==> src/hdl/tgarle_pkg.sv <==
// ---------------------------------------------------------------------------
// tgarle_pkg: shared types and constants
// Widths, register indexes and control types of the RLE pixel decoder.
// ---------------------------------------------------------------------------
package tgarle_pkg;

   localparam int BYTE_WIDTH   = 8;
   localparam int DIM_WIDTH    = 16;
   localparam int PIXEL_WIDTH  = 2 * DIM_WIDTH;
   localparam int CSR_IDX_WIDTH = 1;

   localparam logic [CSR_IDX_WIDTH-1:0] CSR_IMAGE_WIDTH  = 1'b0;
   localparam logic [CSR_IDX_WIDTH-1:0] CSR_IMAGE_HEIGHT = 1'b1;

   localparam logic [BYTE_WIDTH-1:0] RUN_BIAS = 8'd127;

   localparam logic [1:0] SLOT_BLUE  = 2'd0;
   localparam logic [1:0] SLOT_GREEN = 2'd1;
   localparam logic [1:0] SLOT_RED   = 2'd2;

   // size unit -> decode core
   typedef struct packed {
      logic                   restart;  // clear decode state
      logic                   empty;    // width or height is zero
      logic                   load;     // take pixel total
      logic [PIXEL_WIDTH-1:0] total;    // width * height
   } size_ctl_type;

endpackage

==> src/hdl/tgarle_req_if.sv <==
// ---------------------------------------------------------------------------
// tgarle_req_if: compressed byte channel
// Valid/ready channel carrying one stream byte per transaction.
// ---------------------------------------------------------------------------
interface tgarle_req_if;
   logic       valid;
   logic       ready;
   logic [7:0] data_byte;

   modport source (output valid, output data_byte, input ready);
   modport sink   (input valid, input data_byte, output ready);
endinterface

==> src/hdl/tgarle_rsp_if.sv <==
// ---------------------------------------------------------------------------
// tgarle_rsp_if: decoded pixel channel
// Valid/ready channel carrying one pixel or run per transaction.
// ---------------------------------------------------------------------------
interface tgarle_rsp_if;
   logic       valid;
   logic       ready;
   logic [7:0] blue;
   logic [7:0] green;
   logic [7:0] red;
   logic [7:0] repeat_count;
   logic       image_end;

   modport source (output valid, output blue, output green, output red,
                   output repeat_count, output image_end, input ready);
   modport sink   (input valid, input blue, input green, input red,
                   input repeat_count, input image_end, output ready);
endinterface

==> src/hdl/tgarle_size.sv <==
// ---------------------------------------------------------------------------
// tgarle_size: image size registers
// Holds width and height, forms the pixel total and sequences a restart.
// ---------------------------------------------------------------------------
module tgarle_size (
   input  logic                                 clock,
   input  logic                                 reset,
   input  logic                                 csr_write_en,
   input  logic [tgarle_pkg::CSR_IDX_WIDTH-1:0] csr_index,
   input  logic [tgarle_pkg::DIM_WIDTH-1:0]     csr_wdata,
   output tgarle_pkg::size_ctl_type             size_ctl
);
   import tgarle_pkg::*;

   logic [DIM_WIDTH-1:0]   width_ff, width_in;
   logic [DIM_WIDTH-1:0]   height_ff, height_in;
   logic [PIXEL_WIDTH-1:0] total_ff, total_in;
   logic [1:0]             seq_ff, seq_in;
   logic                   hit;

   always_comb begin
      width_in  = width_ff;
      height_in = height_ff;
      hit       = 1'b0;
      if (csr_write_en) begin
         unique case (csr_index)
            CSR_IMAGE_WIDTH: begin
               width_in = csr_wdata;
               hit      = 1'b1;
            end
            CSR_IMAGE_HEIGHT: begin
               height_in = csr_wdata;
               hit       = 1'b1;
            end
            default: hit = 1'b0;
         endcase
      end
      // restart in the cycle after the write, total loaded in the cycle after that
      seq_in   = {seq_ff[0], hit};
      total_in = PIXEL_WIDTH'(width_ff) * PIXEL_WIDTH'(height_ff);
   end

   always_ff @(posedge clock) begin
      if (reset) begin
         width_ff  <= DIM_WIDTH'(1);
         height_ff <= DIM_WIDTH'(1);
         seq_ff    <= 2'b00;
      end else begin
         width_ff  <= width_in;
         height_ff <= height_in;
         seq_ff    <= seq_in;
      end
   end

   always_ff @(posedge clock) begin
      total_ff <= total_in;
   end

   assign size_ctl.restart = seq_ff[0];
   assign size_ctl.load    = seq_ff[1];
   assign size_ctl.empty   = (width_ff == '0) || (height_ff == '0);
   assign size_ctl.total   = total_ff;

endmodule

==> src/hdl/tgarle_core.sv <==
// ---------------------------------------------------------------------------
// tgarle_core: packet decode datapath
// Input byte register, packet/colour state and the result register.
// ---------------------------------------------------------------------------
module tgarle_core (
   input  logic                     clock,
   input  logic                     reset,
   input  tgarle_pkg::size_ctl_type size_ctl,
   tgarle_req_if.sink               req_chan,
   tgarle_rsp_if.source             rsp_chan
);
   import tgarle_pkg::*;

   // input register
   logic                  byte_vld_ff, byte_vld_in;
   logic [BYTE_WIDTH-1:0] byte_ff, byte_in;
   // decode state
   logic                   expect_hdr_ff, expect_hdr_in;
   logic                   run_ff, run_in;
   logic [BYTE_WIDTH-1:0]  in_packet_ff, in_packet_in;
   logic [1:0]             slot_ff, slot_in;
   logic [BYTE_WIDTH-1:0]  blue_ff, blue_in;
   logic [BYTE_WIDTH-1:0]  green_ff, green_in;
   logic [PIXEL_WIDTH-1:0] remaining_ff, remaining_in;
   logic                   finished_ff, finished_in;
   // result register
   logic                  out_vld_ff, out_vld_in;
   logic [BYTE_WIDTH-1:0] out_blue_ff, out_blue_in;
   logic [BYTE_WIDTH-1:0] out_green_ff, out_green_in;
   logic [BYTE_WIDTH-1:0] out_red_ff, out_red_in;
   logic [BYTE_WIDTH-1:0] out_count_ff, out_count_in;
   logic                  out_end_ff, out_end_in;

   logic                   advance;
   logic                   step;
   logic [BYTE_WIDTH-1:0]  count;
   logic [BYTE_WIDTH-1:0]  left;
   logic [PIXEL_WIDTH-1:0] remaining_dec;

   assign advance        = !out_vld_ff || rsp_chan.ready;
   assign step           = byte_vld_ff && advance;
   assign req_chan.ready = !byte_vld_ff || advance;

   always_comb begin
      byte_vld_in = byte_vld_ff;
      byte_in     = byte_ff;
      if (step) begin
         byte_vld_in = 1'b0;
      end
      if (req_chan.valid && req_chan.ready) begin
         byte_vld_in = 1'b1;
         byte_in     = req_chan.data_byte;
      end
   end

   always_comb begin
      expect_hdr_in = expect_hdr_ff;
      run_in        = run_ff;
      in_packet_in  = in_packet_ff;
      slot_in       = slot_ff;
      blue_in       = blue_ff;
      green_in      = green_ff;
      remaining_in  = remaining_ff;
      finished_in   = finished_ff;
      out_vld_in    = out_vld_ff && !rsp_chan.ready;
      out_blue_in   = out_blue_ff;
      out_green_in  = out_green_ff;
      out_red_in    = out_red_ff;
      out_count_in  = out_count_ff;
      out_end_in    = out_end_ff;
      count         = run_ff ? in_packet_ff : BYTE_WIDTH'(1);
      left          = run_ff ? '0 : in_packet_ff - BYTE_WIDTH'(1);
      // clip the run to the pixels still missing
      if (remaining_ff[PIXEL_WIDTH-1:BYTE_WIDTH] == '0
          && remaining_ff[BYTE_WIDTH-1:0] < count) begin
         count = remaining_ff[BYTE_WIDTH-1:0];
      end
      remaining_dec = remaining_ff - PIXEL_WIDTH'(count);

      if (size_ctl.restart) begin
         expect_hdr_in = 1'b1;
         run_in        = 1'b0;
         in_packet_in  = '0;
         slot_in       = SLOT_BLUE;
         blue_in       = '0;
         green_in      = '0;
         finished_in   = size_ctl.empty;
      end else if (step && !finished_ff) begin
         if (expect_hdr_ff) begin
            run_in        = byte_ff[BYTE_WIDTH-1];
            in_packet_in  = byte_ff[BYTE_WIDTH-1] ? byte_ff - RUN_BIAS
                                                  : byte_ff + BYTE_WIDTH'(1);
            slot_in       = SLOT_BLUE;
            expect_hdr_in = 1'b0;
         end else begin
            unique case (slot_ff)
               SLOT_BLUE: begin
                  blue_in = byte_ff;
                  slot_in = SLOT_GREEN;
               end
               SLOT_GREEN: begin
                  green_in = byte_ff;
                  slot_in  = SLOT_RED;
               end
               default: begin
                  slot_in       = SLOT_BLUE;
                  in_packet_in  = left;
                  expect_hdr_in = (left == '0);
                  remaining_in  = remaining_dec;
                  finished_in   = (remaining_dec == '0);
                  out_vld_in    = 1'b1;
                  out_blue_in   = blue_ff;
                  out_green_in  = green_ff;
                  out_red_in    = byte_ff;
                  out_count_in  = count;
                  out_end_in    = (remaining_dec == '0);
               end
            endcase
         end
      end

      if (size_ctl.load) begin
         remaining_in = size_ctl.total;
      end
   end

   always_ff @(posedge clock) begin
      if (reset) begin
         byte_vld_ff   <= 1'b0;
         expect_hdr_ff <= 1'b1;
         run_ff        <= 1'b0;
         in_packet_ff  <= '0;
         slot_ff       <= SLOT_BLUE;
         blue_ff       <= '0;
         green_ff      <= '0;
         remaining_ff  <= PIXEL_WIDTH'(1);
         finished_ff   <= 1'b0;
         out_vld_ff    <= 1'b0;
      end else begin
         byte_vld_ff   <= byte_vld_in;
         expect_hdr_ff <= expect_hdr_in;
         run_ff        <= run_in;
         in_packet_ff  <= in_packet_in;
         slot_ff       <= slot_in;
         blue_ff       <= blue_in;
         green_ff      <= green_in;
         remaining_ff  <= remaining_in;
         finished_ff   <= finished_in;
         out_vld_ff    <= out_vld_in;
      end
   end

   always_ff @(posedge clock) begin
      byte_ff      <= byte_in;
      out_blue_ff  <= out_blue_in;
      out_green_ff <= out_green_in;
      out_red_ff   <= out_red_in;
      out_count_ff <= out_count_in;
      out_end_ff   <= out_end_in;
   end

   assign rsp_chan.valid        = out_vld_ff;
   assign rsp_chan.blue         = out_blue_ff;
   assign rsp_chan.green        = out_green_ff;
   assign rsp_chan.red          = out_red_ff;
   assign rsp_chan.repeat_count = out_count_ff;
   assign rsp_chan.image_end    = out_end_ff;

endmodule

==> src/hdl/tga_rle_pixel_decoder.sv <==
// ---------------------------------------------------------------------------
// tga_rle_pixel_decoder: 24-bit run-length image stream decoder
// Turns a byte stream of run and raw packets into pixels with repeat counts.
// ---------------------------------------------------------------------------
// Usage:
//   req_chan carries one compressed byte per transaction (header or colour
//   byte in blue, green, red order). rsp_chan carries one result per run
//   packet or per raw pixel: colour, repeat count (clipped at image end) and
//   an image_end flag on the result that completes width*height pixels.
//   Header and blue/green bytes give no result; bytes after image end are
//   dropped until a restart.
//   csr_write_en/csr_index/csr_wdata set image width (index 0) and height
//   (index 1); each write restarts decoding. Write only while idle.
// Timing:
//   One byte per cycle sustained while rsp_chan is not stalled. A byte passes
//   the input register and one decode step, so a red byte's result is
//   registered in the result register. The pixel total is formed by one 16x16
//   multiply of the width and height registers into a total register.
// Reset: size 1x1, decoder waits for a header. If rsp_chan stalls, a byte is
//   still taken while the input register is empty, then req_chan.ready drops.
// ---------------------------------------------------------------------------
module tga_rle_pixel_decoder (
   input  logic                                 clock,
   input  logic                                 reset,
   tgarle_req_if.sink                           req_chan,
   tgarle_rsp_if.source                         rsp_chan,
   input  logic                                 csr_write_en,
   input  logic [tgarle_pkg::CSR_IDX_WIDTH-1:0] csr_index,
   input  logic [tgarle_pkg::DIM_WIDTH-1:0]     csr_wdata
);
   import tgarle_pkg::*;

   size_ctl_type size_ctl;

   tgarle_size u_size (
      .clock        (clock),
      .reset        (reset),
      .csr_write_en (csr_write_en),
      .csr_index    (csr_index),
      .csr_wdata    (csr_wdata),
      .size_ctl     (size_ctl)
   );

   tgarle_core u_core (
      .clock    (clock),
      .reset    (reset),
      .size_ctl (size_ctl),
      .req_chan (req_chan),
      .rsp_chan (rsp_chan)
   );

endmodule

==> src/flat_wrapper.sv <==
// flat-port wrapper written by rule: the top's interface ports become plain ports
module tga_rle_pixel_decoder_flat import tgarle_pkg::*;
  (clock, reset, csr_write_en, csr_index, csr_wdata, req_chan_valid, req_chan_data_byte, req_chan_ready, rsp_chan_valid, rsp_chan_blue, rsp_chan_green, rsp_chan_red, rsp_chan_repeat_count, rsp_chan_image_end, rsp_chan_ready);
  tgarle_req_if req_chan_i ();
  tgarle_rsp_if rsp_chan_i ();
  input  logic clock;
  input  logic reset;
  input  logic csr_write_en;
  input  logic [tgarle_pkg::CSR_IDX_WIDTH-1:0] csr_index;
  input  logic [tgarle_pkg::DIM_WIDTH-1:0] csr_wdata;
  input wire logic [$bits(req_chan_i.valid)-1:0] req_chan_valid;
  input wire logic [$bits(req_chan_i.data_byte)-1:0] req_chan_data_byte;
  output wire logic [$bits(req_chan_i.ready)-1:0] req_chan_ready;
  output wire logic [$bits(rsp_chan_i.valid)-1:0] rsp_chan_valid;
  output wire logic [$bits(rsp_chan_i.blue)-1:0] rsp_chan_blue;
  output wire logic [$bits(rsp_chan_i.green)-1:0] rsp_chan_green;
  output wire logic [$bits(rsp_chan_i.red)-1:0] rsp_chan_red;
  output wire logic [$bits(rsp_chan_i.repeat_count)-1:0] rsp_chan_repeat_count;
  output wire logic [$bits(rsp_chan_i.image_end)-1:0] rsp_chan_image_end;
  input wire logic [$bits(rsp_chan_i.ready)-1:0] rsp_chan_ready;
  assign req_chan_i.valid = req_chan_valid;
  assign req_chan_i.data_byte = req_chan_data_byte;
  assign req_chan_ready = req_chan_i.ready;
  assign rsp_chan_valid = rsp_chan_i.valid;
  assign rsp_chan_blue = rsp_chan_i.blue;
  assign rsp_chan_green = rsp_chan_i.green;
  assign rsp_chan_red = rsp_chan_i.red;
  assign rsp_chan_repeat_count = rsp_chan_i.repeat_count;
  assign rsp_chan_image_end = rsp_chan_i.image_end;
  assign rsp_chan_i.ready = rsp_chan_ready;
  tga_rle_pixel_decoder u_core (.clock(clock), .reset(reset), .req_chan(req_chan_i), .rsp_chan(rsp_chan_i), .csr_write_en(csr_write_en), .csr_index(csr_index), .csr_wdata(csr_wdata));
endmodule
==> config.mk <==
export PLATFORM = sky130hd
export DESIGN_NAME = tga_rle_pixel_decoder_flat
export DESIGN_NICKNAME = d
export VERILOG_FILES = /design/src/hdl/tgarle_pkg.sv /design/src/hdl/tgarle_req_if.sv /design/src/hdl/tgarle_rsp_if.sv /design/src/hdl/tgarle_size.sv /design/src/hdl/tgarle_core.sv /design/src/hdl/tga_rle_pixel_decoder.sv /design/src/flat_wrapper.sv
export SDC_FILE = /design/constraint.sdc
export NUM_CORES = 1
export LEC_CHECK = 0
export BUFFER_PORTS_ARGS = -buffer_cell sky130_fd_sc_hd__buf_2
export CAP_MARGIN = 20
export CORE_AREA = 2 2 160 201
export DETAILED_ROUTE_END_ITERATION = 16
export DIE_AREA = 0 0 162 203
export PLACE_DENSITY = 0.7
export SYNTH_ARGS = -nofsm -noshare
export SYNTH_HDL_FRONTEND = slang
export SYNTH_SLANG_ARGS = --single-unit
export TNS_END_PERCENT = 30
==> constraint.sdc <==
create_clock -name clock -period 6.5 [get_ports clock]
set_input_delay 0.65 -clock clock [delete_from_list [all_inputs] [get_ports clock]]
set_output_delay 0.65 -clock clock [all_outputs]
set_load 0.01 [all_outputs]
==> impl_summary.md <==
Run status
The run finished with clean final reports.

Worst setup path
Among all stages on the critical path, the largest delay is contributed by fa_1. Of all nets on the critical path, the largest fanout is 7. The beginning of the worst register-to-register path is u_core.u_size.height_ff[3]. The number of buffer and inverter instances along the worst setup path is 5. The kind of start point of the critical path is a flop. The required time of the critical path is roughly 6.8 ns. The largest stage delay on the critical path is ~0.62 ns.

The critical register-to-register path endpoint is u_core.u_size.total_ff[25]. The setup check on the worst reg-to-reg path leaves a slack of about 0.24 ns. The category of cells accounting for the largest share of critical-path delay is adder cells. The critical path runs through a total of 21 cells.

The number of cells on the worst reg-to-reg path is 21. The worst setup path is captured at a flop. The classification of the worst setup path is reg2reg. The critical path goes through nand2_1, fa_1, fa_1, fa_1, fa_1, inv_1, fa_1, inv_1, fa_1, inv_1, ha_1, a21o_1, a21o_1, a2111oi_2, buf_4, a211oi_1, a211oi_1, buf_4, o221ai_1, a31oi_1, o311ai_0. At the worst endpoint, the arrival time is around 6.5 ns.

In this design, the critical path's most frequently occurring cell is fa_1.

Final layout
The repair_antennas step left the layout with diodes totalling 0. The layout net count is approximately 2100. The total of fill cells in the finished design is 2752.

The cell area after layout is 17160 sq um. The relative area change from synthesis to final layout is 9.913%. The post-route netlist has 9.733% of its cells at a drive strength greater than 1.

Timing
The hold violation count in the final report is 0. The maximum frequency from static timing analysis is 159.7 MHz. For the pin with the worst max-slew slack, the measured transition is roughly 1.1 ns. Setup violations remaining at the end of the flow were counted as 0.

The final number of max-transition violations is 0. The post-route clock period utilization is between 90% and 100%. Setup repair after global routing could not meet its margin everywhere. The remaining max-slew budget at the tightest pin is 24.32%.

The minimum clock period after layout is roughly 6.3 ns. The worst clock skew is 0.01979 ns.

Clock network
The clock tree root buffer cell is clkbuf_16. The clock transition time at the flip-flop clock pins of the worst setup and hold paths is approximately 0.070 ns. At the later pin of the worst-skew pair, clock insertion delay measures approximately 0.45 ns.

After clock tree synthesis, the setup repair step added 0 buffers. The clock passes through at most 2 buffers. The post-cts hold buffer count is 0. The H-tree was split into 4 levels. The CTS tree is yes. In this run, CTS created clock tree buffers numbering 17. The number of clock sinks seen by CTS is between 150 and 200.

Global routing
The initial antenna violation count is 0. Summed over all layers, the global routing overflow is 0. The total track usage is a little under a quarter.

The first global-routing pass estimated ~60000 um of wire. The via count of the first global-routing pass is between 10000 and 15000. Entering global routing, the biggest net connects 71 pins.

Job
The max-capacitance violation count is 0.

Floorplanning
The total number of placement rows is 72. The area of the core region is about 31000 sq um. The die width is about 160 um. The number of I/O pins is 65. The height of the die is a little over 200 um. The initial utilization of the core area, before any placement, comes to about half.

The floorplan step defined a die boundary enclosing between 30000 and 40000 sq um.

Routing
For this block, the via count after detailed routing is ~12000. The DRC violation count after routing is 0. The DRC violation total after the first TritonRoute iteration is approximately 850. In the final routed layout, each cell accounts on average for 16.61 um. Dividing the detail-routed via count by the number of cells gives around 5.5. Before antenna repair, the detailed router went through 5 iterations. Summed over all layers, the routed wires come to 36630 um. The number of antenna-violating nets in the routed design is 0.

Logic synthesis
The dominant register cell in the synthesized netlist is dfxtp_1. The mapped netlist covers between 15000 and 20000 sq um. The largest area contributor in the synthesized netlist is fa_1.

The most common cell in the synthesized netlist is nand2_1. The post-synthesis area per instance is between 8 and 9 sq um. Sequential cells were found to cover 24.43% of the synthesized design area. Counting flops with a built-in enable in the synthesized netlist gives 41. The number of different library cells used by synthesis comes to 64. The area share of the leading cell type in the synthesized netlist is 25.00%. The commonest cells after synthesis are nand2_1, inv_1, fa_1.

The cell count after synthesis came out at 1741. The flip-flop and latch count after synthesis is 170. Ranked by total cell area, the synthesized netlist is headed by fa_1, dfxtp_1, ha_1. The number of nets produced by synthesis is approximately 2100. Of all flip-flops after synthesis, the portion carrying an async set or reset was 0%. The total of warnings raised by yosys is 0.

Min path
The endpoint of the worst hold-timing path is u_core.u_core.byte_ff[6]. The kind of path behind the tightest hold check is in2reg. The source of the worst hold timing path is req_chan_data_byte[6].

The number of instances on the worst hold path is 1.

Power
Across the VDD grid, the largest voltage drop is between 200 and 250 uV. The power per cell area is around 160 nW/um^2. After layout, the design draws a total of 2736 uW. For this design the static power due to leakage is between 0.008 and 0.009 uW.

Placed design
Routability-driven placement finished with a final weighted congestion of a little over 0.9. The port buffer count is 64. After detailed placement, the total cell area comes to roughly 16000 sq um.

The wire-length estimate of the detail-placed layout is around 28000 um.
[layer usage]
metal | track usage [%] | wire length (um) | vias up
li1 | - | - | 5676
met1 | 26.91 | 13990 | 6009
met2 | 41.37 | 19540 | 372
met3 | 3.105 | 1608 | 93
met4 | 10.59 | 1494 | 0
met5 | 0 | 0 | -
[area by class of cell]
class | instances | area (sq um) | share of cell area (%)
clock buffer | 17 | 425.4 | 2.479
timing repair buffer | 115 | 739.5 | 4.309
clock inverter | 15 | 176.4 | 1.028
inverter | 246 | 923.4 | 5.381
sequential | 170 | 3825 | 22.29
multi-input combinational | 1235 | 10560 | 61.55
tap | 407 | 509.2 | 2.968
[cell families (layout without fill, tap and decap cells)]
| family | Yosys count | count (layout) | synth area share (%) |
|---|---|---|---|
| AOI/OAI and AO/OA | 219 | 219 | 9.264 |
| xor gates and xnor gates | 62 | 62 | 3.478 |
| adders and majority gates | 314 | 314 | 34.54 |
| buffers and inverters | 336 | 393 | 8.086 |
| DFF | 170 | 170 | 24.43 |
| muxes | 19 | 19 | 1.218 |
| and+or+nand+nor | 621 | 621 | 18.99 |
[where the power goes]
part           switching [uW]  internal, uW  total [uW]  leakage, uW
Sequential               64.1          1130        1200      0.00149
Clock                     479           582        1060     0.000294
Combinational             284           195         479      0.00639
[timing repair]
action | CTS | global route
hold endpoints to repair | 0 | 0
setup endpoints to repair | 0 | 7
gates resized for setup | 0 | 16
[registers in the layout, indices dropped and copies added, names as in the netlist, 2 cells and up]
signal                               cells
u_core.u_core.green_ff                   8
u_core.u_core.blue_ff                    8
u_core.u_core.rsp_chan.green             8
u_core.u_core.remaining_ff              32
u_core.u_core.rsp_chan.repeat_count      8
u_core.u_size.seq_ff                     2
u_core.u_core.in_packet_ff               8
u_core.u_core.rsp_chan.red               8
u_core.u_core.byte_ff                    8
u_core.u_size.width_ff                  16
u_core.u_core.slot_ff                    2
u_core.u_size.total_ff                  32
u_core.u_core.rsp_chan.blue              8
u_core.u_size.height_ff                 16
[per-stage QoR]
step	setup WS (ns)	TNS [ns]	utilization (%)	cells	hold WS (ns)
4_1_cts	0.09113	0	55.50	2204	0.3710
3_3_place_gp	0.1770	0	53.55	2172	0.4124
5_1_grt	-0.02364	-0.03374	55.70	2205	0.3667
6_report	0.2367	0	55.70	2205	0.3823
3_5_place_dp	0.1743	0	53.55	2172	0.4155
2_1_floorplan	0.01263	0	-	1741	0.4076
[worst max-delay path by stage]
stage	startpoint	to	slack, ns
floorplan	u_core.u_size.height_ff[1]	u_core.u_size.total_ff[31]	0.01
global placement	u_core.u_size.width_ff[8]	u_core.u_size.total_ff[30]	0.18
detailed placement	u_core.u_size.width_ff[8]	u_core.u_size.total_ff[30]	0.17
CTS	u_core.u_size.height_ff[1]	u_core.u_size.total_ff[29]	0.09
global route	u_core.u_size.width_ff[7]	u_core.u_size.total_ff[25]	-0.02
finish	u_core.u_size.height_ff[3]	u_core.u_size.total_ff[25]	0.24
[cells in the final DEF, fill, tap and decap left out, types with 4 or more instances in the layout]
| cell | netlist | final |
|---|---|---|
| and2_1 | 121 | 121 |
| xor2_1 | 29 | 29 |
| nand2_1 | 267 | 267 |
| nor3_1 | 21 | 21 |
| a21o_1 | 14 | 14 |
| nand4_1 | 6 | 6 |
| or3_1 | 14 | 14 |
| or4_1 | 8 | 8 |
| dfxtp_2 | 0 | 9 |
| buf_4 | 0 | 48 |
| nor4_1 | 17 | 16 |
| o21a_1 | 10 | 10 |
| nand3_1 | 22 | 22 |
| inv_1 | 245 | 245 |
| fa_1 | 195 | 195 |
| nor2b_1 | 12 | 12 |
| xnor2_1 | 33 | 33 |
| clkbuf_16 | 0 | 17 |
| nor3b_1 | 5 | 5 |
| o211ai_1 | 5 | 5 |
| ha_1 | 119 | 119 |
| edfxtp_1 | 41 | 41 |
| or2_2 | 6 | 6 |
| o21ai_0 | 29 | 28 |
| buf_2 | 1 | 64 |
| a211oi_1 | 27 | 27 |
| a31oi_1 | 4 | 4 |
| mux2i_1 | 19 | 19 |
| nor2_1 | 99 | 99 |
| nand2b_1 | 12 | 12 |
| inv_8 | 0 | 5 |
| a221oi_1 | 6 | 6 |
| a21oi_1 | 84 | 84 |
| dfxtp_1 | 129 | 120 |
Note: power is estimated with default switching activity, not from simulation.
